<file path="config.mk">
export PLATFORM = sky130hd
export DESIGN_NAME = mtfo_finish
export DESIGN_NICKNAME = d
export VERILOG_FILES = /design/src/rtl/mtfo_pkg.sv /design/src/rtl/mtfo_finish.sv
export SDC_FILE = /design/constraint.sdc
export NUM_CORES = 1
export LEC_CHECK = 0
export ABC_AREA = 1
export BUFFER_PORTS_ARGS = -buffer_cell sky130_fd_sc_hd__buf_2
export CELL_PAD_IN_SITES_DETAIL_PLACEMENT = 1
export CELL_PAD_IN_SITES_GLOBAL_PLACEMENT = 2
export CORE_MARGIN = 5
export CORE_UTILIZATION = 36
export CTS_CLUSTER_DIAMETER = 100
export DETAILED_ROUTE_END_ITERATION = 16
export GPL_TIMING_DRIVEN = 0
export PLACE_DENSITY = 0.8
export SETUP_SLACK_MARGIN = 0.02
export SYNTH_ARGS = -nofsm -noshare
export SYNTH_HDL_FRONTEND = slang
export SYNTH_SLANG_ARGS = --single-unit
</file>
<file path="constraint.sdc">
create_clock -name clk -period 4.8 [get_ports clk]
set_input_delay 0.96 -clock clk [delete_from_list [all_inputs] [get_ports clk]]
set_output_delay 0.96 -clock clk [all_outputs]
set_load 0.01 [all_outputs]
</file>
<file path="src/rtl/mtfo_pkg.sv">
// Shared types for the first-output generator pipeline.
`timescale 1ns / 1ps

package mtfo_pkg;

  // One item as it moves down the initialization chain
  typedef struct packed {
    logic [31:0] word;   // latest initialization word
    logic [31:0] y;      // twist input: seed top bit, low 31 bits of word 1
  } mtfo_lane_t;

  // One finished result
  typedef struct packed {
    logic [31:0] first_word;
    logic        hit;
  } mtfo_result_t;

endpackage

</file>
<file path="src/rtl/mtfo_finish.sv">
// Twist, tempering and divisible-by-ten flag over three register stages.
`timescale 1ns / 1ps

module mtfo_finish
  import mtfo_pkg::*;
(
  input  logic         clk,
  input  logic         rst,
  input  logic         adv,
  input  logic         prev_valid,
  input  mtfo_lane_t   prev_lane,
  output logic         valid,
  output mtfo_result_t result
);

  localparam logic [31:0] TWIST_XOR = 32'h9908b0df;
  localparam logic [31:0] TEMPER_B  = 32'h9d2c5680;
  localparam logic [31:0] TEMPER_C  = 32'hefc60000;

  logic [2:0]  stage_valid;
  logic [31:0] temp_word;     // stage 1
  logic [31:0] sum_word;      // stage 2
  logic [6:0]  nib_sum;       // stage 2

  logic [31:0] twisted;
  logic [31:0] tempered;
  logic [6:0]  nib_sum_next;
  logic [4:0]  fold;
  logic        mult5;

  // twist then temper
  always_comb begin
    twisted  = prev_lane.word ^ (prev_lane.y >> 1) ^ (prev_lane.y[0] ? TWIST_XOR : 32'd0);
    tempered = twisted ^ (twisted >> 11);
    tempered = tempered ^ ((tempered << 7) & TEMPER_B);
    tempered = tempered ^ ((tempered << 15) & TEMPER_C);
    tempered = tempered ^ (tempered >> 18);
  end

  // 16 = 1 mod 5, so the nibble sum keeps the residue mod 5
  always_comb begin
    nib_sum_next = '0;
    for (int i = 0; i < 8; i++) begin
      nib_sum_next = nib_sum_next + 7'(temp_word[4*i +: 4]);
    end
  end

  // fold once more, then check the few multiples of five that fit
  always_comb begin
    fold  = 5'(nib_sum[6:4]) + 5'(nib_sum[3:0]);
    mult5 = (fold == 5'd0) || (fold == 5'd5) || (fold == 5'd10) ||
            (fold == 5'd15) || (fold == 5'd20);
  end

  // valid bits
  always_ff @(posedge clk) begin
    if (rst) begin
      stage_valid <= '0;
    end else if (adv) begin
      stage_valid <= {stage_valid[1:0], prev_valid};
    end
  end

  // payload
  always_ff @(posedge clk) begin
    if (adv) begin
      temp_word         <= tempered;
      sum_word          <= temp_word;
      nib_sum           <= nib_sum_next;
      result.first_word <= sum_word;
      result.hit        <= mult5 & ~sum_word[0];
    end
  end

  assign valid = stage_valid[2];

endmodule

</file>
# == Word level (Yosys, flattened, before mapping) ==
# Index checks and enable logic that the tools add are counted.
# word_totals
register_bits,107
in_bits,68
output_inout_bits,34
word_cells,32
# classes
n_addsub,8
eq_ne,4
muxes,1
n_bitwise,8
reduce_logical,5
# ops
operator,n
32-bit bitwise XOR,3
32-bit 2-to-1 mux,1
32-bit by 14-bit bitwise XOR with 32-bit output,1
32-bit by 21-bit bitwise XOR with 32-bit output,1
32-bit by 31-bit bitwise XOR with 32-bit output,1
7-bit by 4-bit adder with 7-bit output,4
"5-bit by 4-bit equality test with 1-bit output, second input constant",2
6-bit by 4-bit adder with 7-bit output,1
5-bit by 4-bit adder with 6-bit output,1
3-bit by 4-bit adder with 5-bit output,1
4-bit by 4-bit adder with 5-bit output,1
"5-bit by 3-bit equality test with 1-bit output, second input constant",1
"5-bit equality test, second input constant",1
5-bit logical NOT,1
1-bit logical OR,4
1-bit bitwise AND,1
1-bit NOT,1

# == Depth between registers and ports, before layout ==
# depth
depth_word,7
depth_mapped,12
ltp_nobuf,12

# == Worst setup path after synthesis ==
# Ideal clock, no wire load.
# synth_path
kind,reg-to-reg
startpoint,register temp_word[2]
endpoint,"register nib_sum[4], data pin"
arrival_time_ns,3.238
setup_slack_ns,1.304
stages_incl_launch_ff,13
path_buffers,0
path_cell_list,edfxtp_1 > inv_1 > fa_1 > inv_1 > fa_1 > fa_1 > inv_1 > fa_1 > inv_1 > ha_1 > inv_1 > fa_1 > xnor2_1
# synth_between
elab_chain_len,7
# synth_rtl
item,line,rtl
start: declaration,mtfo_finish.sv:21,logic [31:0] temp_word;
start signal: assignment,mtfo_finish.sv:67,temp_word <= tempered;
4-bit by 4-bit adder with 5-bit output,mtfo_finish.sv:44,nib_sum_next = nib_sum_next + 7'(temp_word[4*i +: 4]);
5-bit by 4-bit adder with 6-bit output,mtfo_finish.sv:44,
6-bit by 4-bit adder with 7-bit output,mtfo_finish.sv:44,
7-bit by 4-bit adder with 7-bit output (4 in a row),mtfo_finish.sv:44,
named net nib_sum_next[4],mtfo_finish.sv:27,logic [6:0] nib_sum_next;
end signal: assignment,mtfo_finish.sv:69,nib_sum <= nib_sum_next;
end: declaration,mtfo_finish.sv:23,logic [6:0] nib_sum;
# The timed path passes the listed nets, and every way through them passes these cells.
# A chain may end at the register's enable or synchronous reset.

# == Worst setup path after layout ==
# layout_path
startpoint,register temp_word[2]
endpoint,"register nib_sum[3], data pin"
# Same word-level chain as after synthesis.

==> impl_metrics.env <==
export IMPL_ys_async_sr_fraction_pct=0
export IMPL_drt_antenna_violating_nets=0
export IMPL_powerDensity_nw_per_um2=541
export IMPL_clockRootBuffer="clkbuf_16"
export IMPL_synth_top_family_by_area="simple AND/OR/NAND/NOR gates"
export IMPL_core_area_um2=16500
export IMPL_overflow=0
export IMPL_dieWidth_um=139
export IMPL_syn_avg_cell_area_um2=9.90
export IMPL_port_buffers=101
export IMPL_slew_headroom_pct=64.3
export IMPL_cpPeakStageDelay_ns=0.56
export IMPL_totalWireLength_mm=12.8
export IMPL_dieArea_um2=19400
export IMPL_htree_levels=3
export IMPL_grt_pass1_vias=4559
export IMPL_route_detailed_drc=0
export IMPL_switching_share_pct=36.1
export IMPL_via_per_inst=4.51
export IMPL_clk_latency_ns=0.34
export IMPL_crit_fanout=2
export IMPL_yosysTopAreaCell="edfxtp_1"
export IMPL_worst_pin_slew_ns=0.536
export IMPL_fillCellCount=1951
export IMPL_drive_above_1_share_pct=19.9
export IMPL_clock_path_buffers=2
export IMPL_synthCells=607
export IMPL_finalHoldViolations=0
export IMPL_ys_seq_area_share_pct=53.0
export IMPL_finalPower_uw=3840
export IMPL_grt_start_max_net_pins=69
export IMPL_crit_top_cell="inv_1"
export IMPL_synth_enable_flop_cells=104
export IMPL_power_frac_comb_pct=45.5
export IMPL_setup_tns_ns=0
export IMPL_p_leak_uw=0.00341
export IMPL_grt_pass1_wl_mm=21.2
export IMPL_synth_compound_gate_area_share_pct=0.708
export IMPL_rrSetupSlack_ns=1.07
export IMPL_dp_cells=929
export IMPL_drtIter0Drc=132
export IMPL_crit_family="adder cells"
export IMPL_worstPathCellList="inv_1, fa_1, inv_1, fa_1, fa_1, inv_1, fa_1, inv_1, ha_1, inv_1, fa_1, inv_1"
export IMPL_hold_path_class="reg -> reg"
export IMPL_synth_area_mux_share_pct=0
export IMPL_slew_violations=0
export IMPL_yosys_area_top_type_share_pct=52.0
export IMPL_worst_path_buf_inv=6
export IMPL_cts_resized=0
export IMPL_vias=4259
export IMPL_track_usage_pct=13.5
export IMPL_setup_violations_final=0
export IMPL_max_cap_viol_count=0
export IMPL_finalNetCount=822
export IMPL_pwr_share_clk_pct=18.1
export IMPL_rows=47
export IMPL_synth_nets=709
export IMPL_synth_cell_types=25
export IMPL_yosysWarnings=0
export IMPL_post_dp_hpwl_mm=11.1
export IMPL_yosys_top_cells_count="236 x nand2_1, 104 x edfxtp_1, 91 x inv_1"
export IMPL_critPathKind="reg -> reg"
export IMPL_cts_hold_buf=0
export IMPL_ir_worst_vdd_mv=0.367
export IMPL_numCtsBuffers=9
export IMPL_max_freq_ghz=0.268
export IMPL_synth_seq_cells=107
export IMPL_cell_internal_pwr_uw=2450
export IMPL_design_area_um2=7100
export IMPL_finClkSkew_ns=0.00918
export IMPL_cts_sink_count=107
export IMPL_cp_slowest_cell="fa_1"
export IMPL_synth_simple_area_share_pct=23.1
export IMPL_worstPathRequired_ns=4.90
export IMPL_p_switching_uw=1390
export IMPL_post_dp_cell_area_um2=6820
export IMPL_syn_area_um2=6010
export IMPL_synth_xor_area_share_pct=6.96
export IMPL_diodes=0
export IMPL_synth_fa_ha_area_share_pct=10.1
export IMPL_start_kind="flop"
export IMPL_initial_core_util_pct=36.5
export IMPL_antenna_found_initial=0
export IMPL_final_cell_count_no_fill=945
export IMPL_rsz0062_at_grt="no"
export IMPL_end_kind="flop"
export IMPL_dr_pass1_iters=4
export IMPL_postCtsSetupBuffers=0
export IMPL_io_pins=102
export IMPL_critPathArrivalTime_ns=3.82
export IMPL_gp_congestion=0.764
export IMPL_die_h_um=139
export IMPL_period_minus_slack_ns=3.73
export IMPL_cts_tree="yes"
export IMPL_post_drt_wl_per_cell_um=13.5
export IMPL_status="complete, no violations"
export IMPL_fin_crit_sh_pct=77.6
export IMPL_syn_to_final_growth_pct=18.2
export IMPL_yosys_most_used_dff="edfxtp_1"
export IMPL_yosysMostFrequentCell="nand2_1"
export IMPL_p_seq_share_pct=36.4
export IMPL_cts_clk_slew_worst_paths_ns=0.06
export IMPL_whs_ns=0.420
export IMPL_synthTopCellsByArea="edfxtp_1 52%, nand2_1 15%, fa_1 8.0%"
[final timing paths]
check,cells after the start,start,endpoint
worst min-delay path,0,sum_word[23],result[24]
worst max register to register,12,temp_word[2],nib_sum[3]
worst max-delay path,12,temp_word[2],nib_sum[3]
worst min register to register,0,sum_word[23],result[24]
[flip-flops by register name, summed over array words and instances, names as in the netlist]
signal,flops
temp_word,32
result,33
sum_word,32
stage_valid,3
nib_sum,7
[final cells by class]
cell class / instances / area (µm²) / area share, %
well taps: 220 / 275 / 3.88
multi-input cells: 404 / 2460 / 34.6
clock buffers: 12 / 236 / 3.33
flip-flops and latches: 107 / 3180 / 44.8
repair buffers: 102 / 536 / 7.54
plain buffers: 1 / 11.3 / 0.159
clock inverters: 4 / 45.0 / 0.634
inverters: 95 / 357 / 5.02
[per-layer routing]
| metal | track usage (%) | wire length (µm) | vias to the layer above |
|---|---|---|---|
| met2 | 24.5 | 6610 | 80 |
| met5 | 0 | 0 | - |
| met3 | 2.59 | 535 | 11 |
| met4 | 4.22 | 157 | 0 |
| li1 | - | - | 2144 |
| met1 | 16.2 | 5500 | 2024 |
[stage by stage]
| stage | worst slack [ns] | utilization, % |
|---|---|---|
| 5_1_grt | 0.912 | 43.1 |
| 3_3_place_gp | 1.17 | 41.2 |
| 3_5_place_dp | 1.06 | 41.4 |
| 2_1_floorplan | 1.30 | - |
| 6_report | 1.07 | 43.1 |
| 4_1_cts | 1.04 | 43.1 |
[placed cells by master, fill, tap and decap left out, drive strengths merged]
cell,instances
buf,103
fa,24
nor2,7
edfxtp,104
nand3b,4
dfxtp,3
nor3b,1
nand2,246
ha,10
a21boi,1
clkbuf,12
nand3,58
inv,94
xnor2,20
xor2,26
a21oi,6
clkinv,4
o21ai,1
bufinv,1
[kinds of logic after synthesis]
kind of cell	after synthesis
buf+inv	96
xor+xnor	46
compound gates	8
fa+ha+maj	34
simple gates	316
flops	107
[power groups by stage]
stage / clock network [µW] / logic [µW] / registers [µW]
detailed placement: 0 / 1790 / 1420
floorplan: 0 / 1240 / 1410
global route: 758 / 2020 / 1420
finish: 695 / 1750 / 1400
CTS: 716 / 1800 / 1400
global placement: 0 / 1590 / 1420
Power figures use the tool's default switching activity.
