$ cat config.mk
export PLATFORM = sky130hd
export DESIGN_NAME = mtfo_out_buf_flat
export DESIGN_NICKNAME = d
export VERILOG_FILES = /design/src/rtl/mtfo_pkg.sv /design/src/rtl/mtfo_word_if.sv /design/src/rtl/mtfo_out_buf.sv /design/src/flat_wrapper.sv
export SDC_FILE = /design/constraint.sdc
export NUM_CORES = 1
export LEC_CHECK = 0
export ABC_AREA = 1
export ABC_CLOCK_PERIOD_IN_PS = 5900
export BUFFER_PORTS_ARGS = -buffer_cell sky130_fd_sc_hd__clkbuf_2
export CAP_MARGIN = 0
export CELL_PAD_IN_SITES_DETAIL_PLACEMENT = 1
export CELL_PAD_IN_SITES_GLOBAL_PLACEMENT = 1
export CORE_UTILIZATION = 42
export DETAILED_ROUTE_END_ITERATION = 10
export PLACE_DENSITY = 0.92
export SYNTH_ARGS = -nofsm -noshare
export SYNTH_HDL_FRONTEND = slang
export SYNTH_SLANG_ARGS = --single-unit
$ cat constraint.sdc
create_clock -name clk -period 5.9 [get_ports clk]
set_input_delay 0.295 -clock clk [delete_from_list [all_inputs] [get_ports clk]]
set_output_delay 0.295 -clock clk [all_outputs]
set_load 0.005 [all_outputs]
$ cat src/rtl/mtfo_pkg.sv
// Shared types for the first-output generator pipeline.
`timescale 1ns / 1ps

package mtfo_pkg;

  // One item as it moves down the initialization chain
  typedef struct packed {
    logic [31:0] word;   // latest initialization word
    logic [31:0] y;      // twist input: seed top bit, low 31 bits of word 1
  } mtfo_lane_t;

  // One finished result
  typedef struct packed {
    logic [31:0] first_word;
    logic        hit;
  } mtfo_result_t;

endpackage

$ cat src/rtl/mtfo_word_if.sv
// Valid/ready channel that carries one tempered word and its hit flag per item.
`timescale 1ns / 1ps

interface mtfo_word_if;
  logic        valid;
  logic        ready;
  logic [31:0] first_word;
  logic        hit;

  modport source (output valid, output first_word, output hit, input ready);
  modport sink (input valid, input first_word, input hit, output ready);
endinterface

$ cat src/rtl/mtfo_out_buf.sv
// Output register plus skid register; holds the pipeline while both are full.
`timescale 1ns / 1ps

module mtfo_out_buf
  import mtfo_pkg::*;
(
  input  logic         clk,
  input  logic         rst,
  output logic         adv,
  input  logic         pipe_valid,
  input  mtfo_result_t pipe_result,
  mtfo_word_if.source  results
);

  logic         out_valid;
  mtfo_result_t out_data;
  logic         skid_valid;
  mtfo_result_t skid_data;
  logic         take;
  logic         arrive;

  // pipeline moves whenever the skid slot is free
  assign adv    = ~skid_valid;
  assign take   = out_valid & results.ready;
  assign arrive = pipe_valid & adv;

  // control
  always_ff @(posedge clk) begin
    if (rst) begin
      out_valid  <= 1'b0;
      skid_valid <= 1'b0;
    end else if (take) begin
      if (skid_valid) begin
        skid_valid <= 1'b0;
      end else begin
        out_valid <= arrive;
      end
    end else if (!out_valid) begin
      out_valid <= arrive;
    end else if (arrive) begin
      skid_valid <= 1'b1;
    end
  end

  // data
  always_ff @(posedge clk) begin
    if (take) begin
      if (skid_valid) begin
        out_data <= skid_data;
      end else if (arrive) begin
        out_data <= pipe_result;
      end
    end else if (!out_valid) begin
      if (arrive) begin
        out_data <= pipe_result;
      end
    end else if (arrive) begin
      skid_data <= pipe_result;
    end
  end

  assign results.valid      = out_valid;
  assign results.first_word = out_data.first_word;
  assign results.hit        = out_data.hit;

endmodule

$ cat src/flat_wrapper.sv
// flat-port wrapper written by rule: the top's interface ports become plain ports
module mtfo_out_buf_flat import mtfo_pkg::*;
  (clk, rst, adv, pipe_valid, pipe_result, results_valid, results_first_word, results_hit, results_ready);
  mtfo_word_if results_i ();
  input  logic clk;
  input  logic rst;
  output logic adv;
  input  logic pipe_valid;
  input  mtfo_result_t pipe_result;
  output wire logic [$bits(results_i.valid)-1:0] results_valid;
  output wire logic [$bits(results_i.first_word)-1:0] results_first_word;
  output wire logic [$bits(results_i.hit)-1:0] results_hit;
  input wire logic [$bits(results_i.ready)-1:0] results_ready;
  assign results_valid = results_i.valid;
  assign results_first_word = results_i.first_word;
  assign results_hit = results_i.hit;
  assign results_i.ready = results_ready;
  mtfo_out_buf u_core (.clk(clk), .rst(rst), .adv(adv), .pipe_valid(pipe_valid), .pipe_result(pipe_result), .results(results_i));
endmodule
### Yosys cells after proc, flatten, opt, wreduce, memory -nomap -nowiden

Cells that the tools add are included.

| word-level totals | value |
|---|---|
| register bits after elaboration | 68 |
| bits of input ports | 37 |
| output and inout bits | 35 |
| word-level logic and storage cells | 22 |

| cells by class | value |
|---|---|
| eq/ne operators | 2 |
| multiplexer cells | 7 |
| bitwise logic cells | 4 |
| reductions and logical operators | 3 |

Operators with widths:

| operator | count |
|---|---|
| $mux W33 | 4 |
| $ne A2 B2 Y1 const B | 2 |
| $mux W1 | 3 |
| $reduce_and A3 Y1 | 1 |
| $and A1 B1 Y1 | 2 |
| $not A1 Y1 | 2 |
| $reduce_and A2 Y1 | 1 |
| $reduce_or A2 Y1 | 1 |

### Depth between registers and ports, before layout

| depth | value |
|---|---|
| depth in word-level cells | 5 |
| gate-level depth with buffers | 6 |
| depth with buffers taken out | 5 |

### Worst setup path after synthesis

OpenSTA, ideal clock, no wires.

| path | value |
|---|---|
| path kind | register to register |
| from | register u_core.out_valid (netlist: u_core.results.valid) |
| to | register u_core.skid_data[0] (netlist bit) (enable) |
| setup time | 423 ps |
| arrival | 2,694 ps |
| data required time | 5,477 ps |
| slack | 2,783 ps |
| stages on the path, launching flop included | 3 |
| clock period less this slack | 3,117 ps |
| path through | dfxtp_1 > nand2_1 > nor2_1 |

| between the ends | value |
|---|---|
| longest elaborated chain between the ends | 3 |

Ends and longest elaborated chain:

| what | RTL line | source |
|---|---|---|
| from (decl) | mtfo_out_buf.sv:15 | `logic out_valid;` |
| from (signal assigned) | mtfo_out_buf.sv:36 | `out_valid <= arrive;` |
| from (signal assigned) | mtfo_out_buf.sv:39 | `out_valid <= arrive;` |
| $and A1 B1 Y1 | mtfo_out_buf.sv:24 | `assign take = out_valid & results.ready;` |
| $not A1 Y1 (no line) | - |  |
| $reduce_and A3 Y1 (no line) * | - |  |
| to (signal assigned) | mtfo_out_buf.sv:58 | `skid_data <= pipe_result;` |
| to (decl) | mtfo_out_buf.sv:18 | `mtfo_result_t skid_data;` |

Every way passes the cells marked *; elsewhere a longest branch is shown, timed or not.
A chain may end at the register's enable or synchronous reset.

### Worst setup path in the final report

| path | value |
|---|---|
| from | register u_core.skid_valid |
| to | register u_core.skid_data[10] (netlist bit) (enable) |

| between the ends | value |
|---|---|
| longest elaborated chain between the ends | 3 |

Ends and longest elaborated chain:

| what | RTL line | source |
|---|---|---|
| from (decl) | mtfo_out_buf.sv:17 | `logic skid_valid;` |
| from (signal assigned) | mtfo_out_buf.sv:31 | `skid_valid <= 1'b0;` |
| from (signal assigned) | mtfo_out_buf.sv:34 | `skid_valid <= 1'b0;` |
| from (signal assigned) | mtfo_out_buf.sv:41 | `skid_valid <= 1'b1;` |
| $not A1 Y1 | mtfo_out_buf.sv:23 | `assign adv = ~skid_valid;` |
| $and A1 B1 Y1 | mtfo_out_buf.sv:25 | `assign arrive = pipe_valid & adv;` |
| $reduce_and A3 Y1 (no line) | - |  |

Every way passes these cells.

==> impl_metrics.env <==
export IMPL_max_freq_mhz=402
export IMPL_drt_iter0_markers=141
export IMPL_first_pass_iters=5
export IMPL_status="finished, final reports clean"
export IMPL_rrSetupSlack_ns=3.41
export IMPL_seq_area_frac_synth_pct=64.2
export IMPL_antenna_found_initial=0
export IMPL_clk_path_buf_depth=2
export IMPL_crit_arrival_ns=2.45
export IMPL_critPathRequiredTime_ns=5.86
export IMPL_core_area_sq_um=7250
export IMPL_end_kind="flip-flop"
export IMPL_max_stage_delay_ns=0.87
export IMPL_port_buffers=71
export IMPL_worstSetupPathType="reg -> reg"
export IMPL_synthSimpleGateAreaFrac_pct=23.8
export IMPL_place_congestion=0.750
export IMPL_grt_pass1_vias=2592
export IMPL_setup_tns_ns=0
export IMPL_synthAdderAreaFrac_pct=0
export IMPL_cts_tree="done"
export IMPL_ys_ff_latch=68
export IMPL_crit_chain="inv_2, nand2_4, nor2_4"
export IMPL_dieArea_sq_um=7850
export IMPL_syn_area_per_cell_sq_um=9.55
export IMPL_drc=0
export IMPL_wl_met1_microns=3120
export IMPL_start_util_pct=43.5
export IMPL_synth_top_family_by_area="simple AND/OR/NAND/NOR gates"
export IMPL_clk_pin_slew_ns=0.07
export IMPL_post_cts_resized=0
export IMPL_yosysTopAreaCellShare_pct=62.9
export IMPL_synth_compound_area_share_pct=0.159
export IMPL_dp_hpwl_microns=5050
export IMPL_htreeDepth=3
export IMPL_placed_cells=484
export IMPL_p_leak_nw=1.83
export IMPL_gr_total_overflow=0
export IMPL_netlist_instances=330
export IMPL_ys_warn_count=0
export IMPL_synth_main_ff_cell="edfxtp_1"
export IMPL_vias=2452
export IMPL_dieWidth_microns=88.6
export IMPL_worstSetupStartpointType="flip-flop"
export IMPL_fp_row_count=31
export IMPL_netlist_top_cells_count="nand2_1 (103), inv_1 (69), nand3_1 (67), edfxtp_1 (66), buf_2 (10)"
export IMPL_grt_max_degree=36
export IMPL_ctsRootBufferMaster="clkbuf_8"
export IMPL_synthToLayoutAreaGrowth_pct=17.0
export IMPL_synthTopCellsByArea="edfxtp_1 (63%), nand2_1 (12%), nand3_1 (11%)"
export IMPL_synth_xor_xnor_area_share_pct=0
export IMPL_post_cts_setup_buffers=0
export IMPL_grt_pass1_wl_microns=12000
export IMPL_synth_most_common_cell="nand2_1"
export IMPL_ir_worst_vdd_v=0.000141
export IMPL_drive_gt1_share_pct=21.7
export IMPL_routed_wl_met2_microns=4020
export IMPL_antennaDiodeCount=0
export IMPL_avgRoutedWirePerCell_microns=15.2
export IMPL_drt_total_wl_microns=7580
export IMPL_synth_edff_count=66
export IMPL_ios=72
export IMPL_design_area_sq_um=3690
export IMPL_ys_types=14
export IMPL_worstSkewPairLatency_ns=0.35
export IMPL_layout_cells_non_filler=500
export IMPL_fin_util_pct=50.8
export IMPL_cp_max_fo=35
export IMPL_final_nets=433
export IMPL_power_density_nw_per_um2=290
export IMPL_setup_violations_final=0
export IMPL_synth_area_sq_um=3150
export IMPL_tightest_slew_ns=0.974
export IMPL_drv_cap=0
export IMPL_met3_length_microns=254
export IMPL_min_period_over_period_pct=42.2
export IMPL_slew_viol_final=0
export IMPL_antenna_left=0
export IMPL_fin_crit_ns=2.49
export IMPL_dieHeight_microns=88.6
export IMPL_yosysTopAreaCell="edfxtp_1"
export IMPL_grt_setup_unrepaired="false"
export IMPL_grt_usage_pct=21.0
export IMPL_placed_area_sq_um=3530
export IMPL_cts_hold_buf=0
export IMPL_synth_mux_area_share_pct=0
export IMPL_path_buf_inv=1
export IMPL_cts_buffers=9
export IMPL_via_per_inst=4.90
export IMPL_crit_family="simple AND/OR/NAND/NOR gates"
export IMPL_final_hold_viol_count=0
export IMPL_syn_nets=367
export IMPL_cp_slowest_cell="nor2_4"
export IMPL_synthArstFlopShare_pct=0
export IMPL_fin_skew_ns=0.0103
export IMPL_hp_class="in -> reg"
export IMPL_routed_top_layer="met4"
export IMPL_clkSinkCount=68
export IMPL_slew_headroom_pct=34.9
## final timing paths
check	from	end	depth (start not counted)
setup / recovery	u_core.skid_valid	u_core.skid_data[10]	3
hold / removal	pipe_result[23]	u_core.skid_data[23]	1
hold reg to reg	u_core.skid_data[14]	u_core.results.first_word[13]	2
setup reg to reg	u_core.skid_valid	u_core.skid_data[10]	3
## stage by stage
step | hold slack [ns] | worst slack [ns] | power, mW
after global routing | 0.126 | 3.23 | 1.12
after CTS | 0.126 | 3.37 | 1.07
after global placement | 0.490 | 3.41 | 0.747
after floorplan | 0.394 | 2.78 | 0.686
after detailed placement | 0.489 | 3.29 | 0.759
final | 0.137 | 3.41 | 1.07
## report_power, final
part	leakage [nW]	switching (mW)	internal (mW)
Combinational	1.11	0.0875	0.0577
Clock	0.0769	0.173	0.148
Sequential	0.646	0.0225	0.579
Total	1.83	0.283	0.785
## layer usage
metal	up-vias	track usage (%)
met5	-	0
met3	16	4.01
li1	1178	-
met2	64	38.2
met1	1194	23.4
met4	0	10.9
## placed cells by master, fill, tap and decap left out
cell type,synthesis,routed
nor2_4,0,1
clkbuf_8,0,9
nand3_1,67,67
clkbuf_2,0,71
inv_2,1,1
clkinv_2,1,2
clkinv_1,0,3
nand2_1,103,102
nand2_2,0,1
nand2_4,1,1
dfxtp_1,2,2
nor2_1,2,1
clkbuf_1,0,3
inv_1,69,69
a21oi_1,1,1
nand3_2,1,1
edfxtp_1,66,66
## flip-flops by register name (all words and copies together) (netlist names)
register	cells
u_core.skid_data	33
u_core.results.first_word	32
u_core.results.hit	1
u_core.results.valid	1
u_core.skid_valid	1
## cells by family (layout without fill, tap and decap cells)
logic type             after synthesis  count (layout)
buffers and inverters               87             158
AO/OA/AOI/OAI                        1               1
AND/OR/NAND/NOR                    174             174
flip-flops                          68              68
## area by class of cell
type / count / area, sq um
sequential: 68 / 2020
clock inverter: 4 / 16.3
clock buffer: 12 / 135
tap: 99 / 124
multi-input combinational: 175 / 766
timing repair buffer: 71 / 355
inverter: 71 / 268
fill: 906 / 3570
No activity file was read; power rests on OpenSTA's default activity.
